===== src/rtl/lpif_pkg.sv =====
// Package for the line-preserving input FIFO.
// Holds the item types, operation codes and shared constants.
// No dependencies.
`timescale 1ns / 1ps

package lpif_pkg;

    localparam int DEPTH_DEFAULT = 256;

    localparam logic [7:0] NEWLINE_CODE = 8'h0A;

    localparam logic OP_PUT = 1'b0;
    localparam logic OP_GET = 1'b1;

    typedef struct packed {
        logic       opcode;
        logic [7:0] char_in;
    } request_t;

    typedef struct packed {
        logic       byte_taken;
        logic       read_valid;
        logic [7:0] read_char;
        logic [8:0] fill_level;
        logic       data_available;
    } response_t;

endpackage


===== src/rtl/line_preserving_input_fifo.sv =====
// Top level of the line-preserving input FIFO: ring pointers, fill count and result register.
// Depends on lpif_pkg and lpif_ram.
`timescale 1ns / 1ps

// Takes one item per clock: busy stays low, so an item is accepted whenever start is high.
// Each item gives one result, shown on response with done high in the cycle after
// the item is accepted; the receiver must take it in that cycle. The ring RAM's read port
// is registered: a get reads the oldest byte at the accepting edge and the byte appears
// with the result. A put stores at the tail when there is room; into a full ring a newline
// replaces the newest byte unless that byte is already a newline, and any other byte is
// dropped. A get on an empty ring returns read_valid low and changes nothing. The ring
// contents need no clearing after reset.
module line_preserving_input_fifo
    import lpif_pkg::*;
#(
    parameter int DEPTH = DEPTH_DEFAULT
) (
    input  logic      clk,
    input  logic      rst_n,
    input  logic      start,
    output logic      busy,
    input  request_t  request,
    output logic      done,
    output response_t response
);

    localparam int ADDR_W = $clog2(DEPTH);
    localparam int CNT_W  = $clog2(DEPTH + 1);

    logic [ADDR_W-1:0] rd_ptr_reg,  rd_ptr_next;
    logic [ADDR_W-1:0] wr_ptr_reg,  wr_ptr_next;
    logic [CNT_W-1:0]  count_reg,   count_next;
    logic              last_nl_reg, last_nl_next;

    logic              done_reg;
    logic              taken_reg,   taken_next;
    logic              valid_reg,   valid_next;
    logic [8:0]        fill_reg,    fill_next;
    logic              avail_reg,   avail_next;

    logic              accept;
    logic              full;
    logic              empty;
    logic              do_store;
    logic              do_over;
    logic              do_pop;
    logic [ADDR_W-1:0] last_ptr;
    logic              ram_we;
    logic [ADDR_W-1:0] ram_waddr;
    logic [7:0]        ram_wdata;
    logic [7:0]        ram_rdata;

    assign busy   = 1'b0;
    assign accept = start && !busy;
    assign full   = (count_reg == CNT_W'(DEPTH));
    assign empty  = (count_reg == '0);

    assign last_ptr = (wr_ptr_reg == '0) ? ADDR_W'(DEPTH - 1) : wr_ptr_reg - 1'b1;

    assign do_store = accept && (request.opcode == OP_PUT) && !full;
    assign do_over  = accept && (request.opcode == OP_PUT) && full
                      && (request.char_in == NEWLINE_CODE) && !last_nl_reg;
    assign do_pop   = accept && (request.opcode == OP_GET) && !empty;

    assign ram_we    = do_store || do_over;
    assign ram_waddr = do_store ? wr_ptr_reg : last_ptr;
    assign ram_wdata = do_store ? request.char_in : NEWLINE_CODE;

    always_comb
    begin
        rd_ptr_next  = rd_ptr_reg;
        wr_ptr_next  = wr_ptr_reg;
        count_next   = count_reg;
        last_nl_next = last_nl_reg;

        if (do_store)
        begin
            wr_ptr_next  = (wr_ptr_reg == ADDR_W'(DEPTH - 1)) ? '0 : wr_ptr_reg + 1'b1;
            count_next   = count_reg + 1'b1;
            last_nl_next = (request.char_in == NEWLINE_CODE);
        end
        else if (do_over)
        begin
            last_nl_next = 1'b1;
        end
        else if (do_pop)
        begin
            rd_ptr_next = (rd_ptr_reg == ADDR_W'(DEPTH - 1)) ? '0 : rd_ptr_reg + 1'b1;
            count_next  = count_reg - 1'b1;
        end

        taken_next = do_store || do_over;
        valid_next = do_pop;
        fill_next  = 9'(count_next);
        avail_next = (count_next != '0);
    end

    always_ff @(posedge clk or negedge rst_n)
    begin
        if (!rst_n)
        begin
            rd_ptr_reg  <= '0;
            wr_ptr_reg  <= '0;
            count_reg   <= '0;
            last_nl_reg <= 1'b0;
            done_reg    <= 1'b0;
        end
        else
        begin
            rd_ptr_reg  <= rd_ptr_next;
            wr_ptr_reg  <= wr_ptr_next;
            count_reg   <= count_next;
            last_nl_reg <= last_nl_next;
            done_reg    <= accept;
        end
    end

    always_ff @(posedge clk)
    begin
        if (accept)
        begin
            taken_reg <= taken_next;
            valid_reg <= valid_next;
            fill_reg  <= fill_next;
            avail_reg <= avail_next;
        end
    end

    lpif_ram #(
        .WIDTH (8),
        .DEPTH (DEPTH)
    ) u_ring (
        .clk   (clk),
        .we    (ram_we),
        .waddr (ram_waddr),
        .wdata (ram_wdata),
        .raddr (rd_ptr_reg),
        .rdata (ram_rdata)
    );

    assign done                    = done_reg;
    assign response.byte_taken     = taken_reg;
    assign response.read_valid     = valid_reg;
    assign response.read_char      = valid_reg ? ram_rdata : 8'h00;
    assign response.fill_level     = fill_reg;
    assign response.data_available = avail_reg;

`ifndef SYNTHESIS
    a_count_bound: assert property (@(posedge clk) disable iff (!rst_n)
        count_reg <= CNT_W'(DEPTH))
        else $error("fill count above ring depth");

    a_one_result: assert property (@(posedge clk) disable iff (!rst_n)
        accept |=> done)
        else $error("accepted item gave no result");

    a_taken_or_read: assert property (@(posedge clk) disable iff (!rst_n)
        done |-> !(response.byte_taken && response.read_valid))
        else $error("result both stored and popped");

    a_avail_count: assert property (@(posedge clk) disable iff (!rst_n)
        done |-> (response.data_available == (count_reg != '0)))
        else $error("data available flag disagrees with fill count");

    a_pop_nonempty: assert property (@(posedge clk) disable iff (!rst_n)
        do_pop |=> (count_reg == $past(count_reg) - 1'b1))
        else $error("pop did not lower the fill count");
`endif

endmodule


===== src/rtl/lpif_ram.sv =====
// Generic single-port-write, single-port-read RAM with registered read data.
// No dependencies.
`timescale 1ns / 1ps

module lpif_ram #(
    parameter int WIDTH = 8,
    parameter int DEPTH = 256
) (
    input  logic                     clk,
    input  logic                     we,
    input  logic [$clog2(DEPTH)-1:0] waddr,
    input  logic [WIDTH-1:0]         wdata,
    input  logic [$clog2(DEPTH)-1:0] raddr,
    output logic [WIDTH-1:0]         rdata
);

    logic [WIDTH-1:0] mem [DEPTH];
    logic [WIDTH-1:0] rdata_reg;

    always_ff @(posedge clk)
    begin
        if (we)
        begin
            mem[waddr] <= wdata;
        end
        rdata_reg <= mem[raddr];
    end

    assign rdata = rdata_reg;

endmodule

===== config.mk =====
export PLATFORM = sky130hd
export DESIGN_NAME = line_preserving_input_fifo
export DESIGN_NICKNAME = d
export VERILOG_FILES = /design/src/rtl/lpif_pkg.sv /design/src/rtl/line_preserving_input_fifo.sv /design/src/rtl/lpif_ram.sv
export SDC_FILE = /design/constraint.sdc
export NUM_CORES = 2
export LEC_CHECK = 0
export BUFFER_PORTS_ARGS = -buffer_cell sky130_fd_sc_hd__buf_2
export CAP_MARGIN = 20
export CORE_UTILIZATION = 60
export DETAILED_ROUTE_END_ITERATION = 8
export PLACE_DENSITY = 0.76
export SYNTH_ARGS = -nofsm -noshare
export SYNTH_HDL_FRONTEND = slang
export SYNTH_HIERARCHICAL = 1
export SYNTH_SLANG_ARGS = --single-unit

===== constraint.sdc =====
create_clock -name clk -period 10.8 [get_ports clk]
set_clock_uncertainty 0.2 [all_clocks]
set_input_delay 1.08 -clock clk [delete_from_list [all_inputs] [get_ports clk]]
set_output_delay 1.08 -clock clk [all_outputs]
set_load 0.1 [all_outputs]

== Word level (Yosys, flattened, before mapping) ==
Memory sizes are Yosys's and may differ from the RTL's. A register that Yosys moved wholly into a read port is not among the register bits.
Index checks and enable logic that the tools add are counted.
Storage, ports and cells
  bits in registers: 39
  memory bits (writable): 2048
  bits of input ports: 12
  output and inout bits: 22
  word-level logic and storage cells: 51
  memories kept: 1
Memory list
  u_ring.mem: words 256, bits a word 8, rd ports 1, clocked after memory_dff 1, wr ports 1, RTL line lpif_ram.sv:17  | logic [WIDTH-1:0] mem [DEPTH];
Cells by class
  add/sub/neg operators: 5
  eq/ne operators: 4
  multiplexer cells: 13
  bitwise gates (word level): 3
  reduce and logical (&&, ||, !) cells: 16
Operator list (count)
  2-to-1 mux 8 bit: 6
  2-to-1 mux 9 bit: 3
  adder 8 x 1 -> 8 bit (second input constant): 2
  == test 8 bit (second input constant): 2
  adder 9 x 1 -> 9 bit (second input constant): 1
  == test 9 bit (second input constant): 1
  logical NOT 9 bit: 1
  nonzero test 9 bit: 1
  subtractor 9 x 1 -> 9 bit (second input constant): 1
  == test 8 x 4 -> 1 bit (second input constant): 1
  logical NOT 8 bit: 1
  subtractor 8 x 1 -> 8 bit (second input constant): 1
  logical AND 1 bit: 7
  2-to-1 mux 1 bit: 4
  logical NOT 1 bit: 3
  NOT 1 bit: 3
  AND reduction 3 bit: 1
  nonzero test 2 bit: 1
  logical OR 1 bit: 1

== Logic depth before layout (Yosys ltp) ==
  depth after elaboration: 8
  mapped depth: 14

== Hierarchy ==
Netlist, hierarchy kept.
Modules (own cells, without submodules)
  lpif_ram: instances 1, cells an instance 3733, area each 79556.3 sq um
  line_preserving_input_fifo: instances 1, cells an instance 251, area each 2343.5 sq um

== Worst setup path after synthesis ==
Ideal clock, no wire load.
  path kind: in2reg
  start: input port start
  end: memory u_ring.mem[0][0], data pin
  arrival: 5.165 ns
  data required time: 9.731 ns
  slack: 4.567 ns
  stages: 5
  buffers on the path: 2
  path through: clkbuf_2 > nand2b_1 > a31oi_2 > clkbuf_1 > and2_1
On the way
  longest elaborated chain between the ends: 3
Ends and longest elaborated chain
  start, declared: RTL line line_preserving_input_fifo.sv:20  | input logic start,
  logical AND 1 bit (2 in a row): RTL line line_preserving_input_fifo.sv:60  | assign do_store = accept && (request.opcode == OP_PUT) && !full;
  2-to-1 mux 8 bit: RTL line line_preserving_input_fifo.sv:67  | assign ram_wdata = do_store ? request.char_in : NEWLINE_CODE;
  named net ram_wdata[0]: RTL line line_preserving_input_fifo.sv:50  | logic [7:0] ram_wdata;
  end, declared: RTL line lpif_ram.sv:17
The timed path passes the listed nets, and every way through them passes these cells.

== Worst setup path after layout ==
  start: register count_reg[0]
  end: memory u_ring.mem[27][6], enable pin
RTL lines
  start, declared: RTL line line_preserving_input_fifo.sv:32  | logic [CNT_W-1:0] count_reg, count_next;
  start signal, assigned: RTL line line_preserving_input_fifo.sv:112  | count_reg <= count_next;
  == test 9 bit: RTL line line_preserving_input_fifo.sv:55  | assign full = (count_reg == CNT_W'(DEPTH));
  logical NOT 1 bit: RTL line line_preserving_input_fifo.sv:60
  logical AND 1 bit: RTL line line_preserving_input_fifo.sv:60
  2-to-1 mux 8 bit: RTL line line_preserving_input_fifo.sv:66  | assign ram_waddr = do_store ? wr_ptr_reg : last_ptr;
  named net ram_waddr[3]: RTL line line_preserving_input_fifo.sv:49  | logic [ADDR_W-1:0] ram_waddr;
The timed path passes the listed nets, and every way through them passes these cells.

==> results.json <==
{
  "synth_edf_count": 2060,
  "combPwrFrac_pct": 20.9,
  "arrival_ns": 5.56,
  "cts_root_buf": "clkbuf_16",
  "worst_pin_slew_ns": 1.18,
  "pre_cts_ws_ns": 5.16,
  "regArea_um2": 62700,
  "place.gp.congestion": 0.918,
  "vias": 41900,
  "synth_xor_area_share_pct": 0.107,
  "post_cts.repair.setup_buffers": 0,
  "coreArea_um2": 135000,
  "synth_top_family_by_area": "multiplexers",
  "critPathMaxFanout": 11,
  "synth_ff_type": "edfxtp_1",
  "clk_pin_slew_ns": 0.06,
  "crit_top_cell": "o21ai_1",
  "ys_ff_latch": 2095,
  "synth-simple-area-share_pct": 3.28,
  "wl_per_cell_um": 33.2,
  "cts.repair.resized": 0,
  "whs_ns": 0.0922,
  "setup_tns_ns": 0,
  "power_switching_mw": 5.90,
  "cts_sinks": 2095,
  "first_pass_iters": 6,
  "total_power_mw": 20.4,
  "initial_core_util_pct": 60.5,
  "dpl.hpwl_mm": 117,
  "final_cell_mix": "2,060 x edfxtp_1, 454 x mux4_2, 290 x nor2_1",
  "antenna_found_initial": 3,
  "die_w_um": 371,
  "synth_compound_area_share_pct": 3.81,
  "muxShareOfSynthArea_pct": 14.2,
  "p_leak_nw": 27.9,
  "routed_wl_mm": 199,
  "ios": 34,
  "finalMaxSlewViolations": 0,
  "synth_area_um2": 81900,
  "largest_register_ffs": 2048,
  "run_status": "finished clean",
  "grt_overflow_total": 0,
  "syn_to_final_growth_pct": 10.0,
  "syn_inst": 3984,
  "worstSetupEndpointType": "register",
  "fmax_ghz": 0.188,
  "vias_per_cell": 6.97,
  "critPathRequiredTime_ns": 11.04,
  "finalHoldViolations": 0,
  "powerDensity_nw_per_um2": 227,
  "drive_gt1_share_pct": 21.7,
  "syn_avg_cell_area_um2": 20.6,
  "use_met2_pct": 45.0,
  "multi_input_area_um2": 17700,
  "worstPathCellList": "inv_1 -> ha_1 -> nor3b_4 -> nand2_1 -> o21ai_1 -> buf_4 -> o21ai_1 -> o21ai_1 -> nor2b_1 -> nand4_1 -> buf_4 -> nor2_1",
  "cts_buffer_depth": 3,
  "drv_cap": 0,
  "seqPwrFrac_pct": 44.9,
  "io_buffers": 32,
  "cts_tree": "yes",
  "die_h_um": 371,
  "drc": 0,
  "slowest_delay_ns": 0.74,
  "worst_slack_ns": 5.48,
  "dpl.cell_count": 5628,
  "synthAdderAreaFrac_pct": 0.0917,
  "rsz0062_at_grt": "no",
  "drtAntennaViolNets": 0,
  "grt.met1_usage_pct": 41.9,
  "yosysWarnings": 6,
  "grt_pass1_vias": 41400,
  "p_int_mw": 14.5,
  "cts_hold_repair.buffers": 0,
  "slew_headroom_pct": 21.1,
  "path_class": "register to register",
  "ir_drop_uv": 309,
  "cp_slowest_cell": "nand4_1",
  "grt_max_degree": 187,
  "clock_latency_ns": 0.82,
  "grt-busiest-layer": "met2",
  "clockPowerShare_pct": 34.2,
  "n_fill_cell": 8335,
  "die_area_um2": 138000,
  "layout.nets": 4068,
  "syn_nets": 4002,
  "rows": 135,
  "worst_setup_path_start_kind": "register",
  "period_share_pct": 49.3,
  "layout_commonest_cell": "edfxtp_1",
  "min_period_ns": 5.32,
  "synth_async_sr_flop_share_pct": 1.29,
  "numCtsBuffers": 198,
  "htreeDepth": 4,
  "drtIter0Drc": 6648,
  "switching_share_pct": 28.9,
  "hp-class": "input pin to asynchronous set/reset pin",
  "ys_types": 85,
  "yosysSeqAreaShare_pct": 76.6,
  "grt_pass1_wl_mm": 288,
  "grtUsageTotal_pct": 29.5,
  "fin_cells": 6003,
  "setup_viol": 0,
  "met3_usage_pct": 6.92
}
## cell families after synthesis
family,count (synthesis)
buffers and inverters,264
XOR/XNOR,10
multiplexers,592
other,1
AND/OR/NAND/NOR,571
adder cells (fa/ha/maj),6
AO/OA/AOI/OAI,445
flip-flops,2095
## per-stage QoR
step,cell area (µm²),util (%)
4_1_cts,90000,66.5
5_1_grt,90100,66.5
2_1_floorplan,81900,-
3_3_place_gp,83500,61.6
3_5_place_dp,83500,61.6
6_report,90100,66.5
## final timing paths
| check | startpoint | to | slack (ns) | cells past startpoint |
|---|---|---|---|---|
| setup / recovery | count_reg[0] | u_ring/mem[27][6] | 5.48 | 12 |
| hold / removal | rst_n | count_reg[3] | 0.09 | 1 |
| setup reg to reg | count_reg[0] | u_ring/mem[27][6] | 5.48 | 12 |
| hold reg to reg | last_nl_reg | last_nl_reg | 0.31 | 2 |
| max in group asynchronous | rst_n | rd_ptr_reg[0] | 9.78 | 1 |
| min in group clk | last_nl_reg | last_nl_reg | 0.31 | 2 |
## cell usage after synthesis, drive strengths merged, types with 27 or more instances
cell type,count,area (µm²)
nor4,30,221
buf,133,1100
o22ai,29,181
dfrtp,27,676
nand3,43,215
o21ai,33,169
nand2,59,221
a21oi,104,521
o221ai,48,427
nor2b,32,200
nor2,293,1100
edfxtp,2060,61900
mux2i,134,1340
nor3,32,160
clkbuf,118,444
mux4,456,10300
a22oi,135,1010
## layout make-up
cell class	instances	area share [%]
flip-flops and latches	2095	69.6
multi-input cells	1625	19.6
clock buffers	234	5.74
well taps	1781	2.47
clock inverters	135	1.50
repair buffers	117	1.01
inverters	13	0.0542
diodes	3	0.00833
## metal layers
metal	wire [µm]	part of all wire, %	vias up
met5	0	0	-
met4	8560	4.3	0
met3	23900	12	468
met2	93800	47	2993
met1	73200	37	21700
li1	-	-	16700
## power groups by stage
stage | combinational (mW) | sequential (mW) | clock (mW)
global placement | 4.06 | 9.33 | 0
floorplan | 2.84 | 9.31 | 0
CTS | 4.15 | 9.16 | 7.05
global route | 4.40 | 9.17 | 7.35
finish | 4.26 | 9.17 | 6.99
detailed placement | 4.10 | 9.33 | 0
## critical path: cells and delay by family (launching register included)
kind,cells,cell delay (ns)
AND/OR/NAND/NOR,5,2.45
buffers and inverters,3,0.87
AO/OA/AOI/OAI,3,0.77
flip-flops,1,0.43
adder cells (fa/ha/maj),1,0.21
Note: power is estimated with default switching activity, not from simulation.
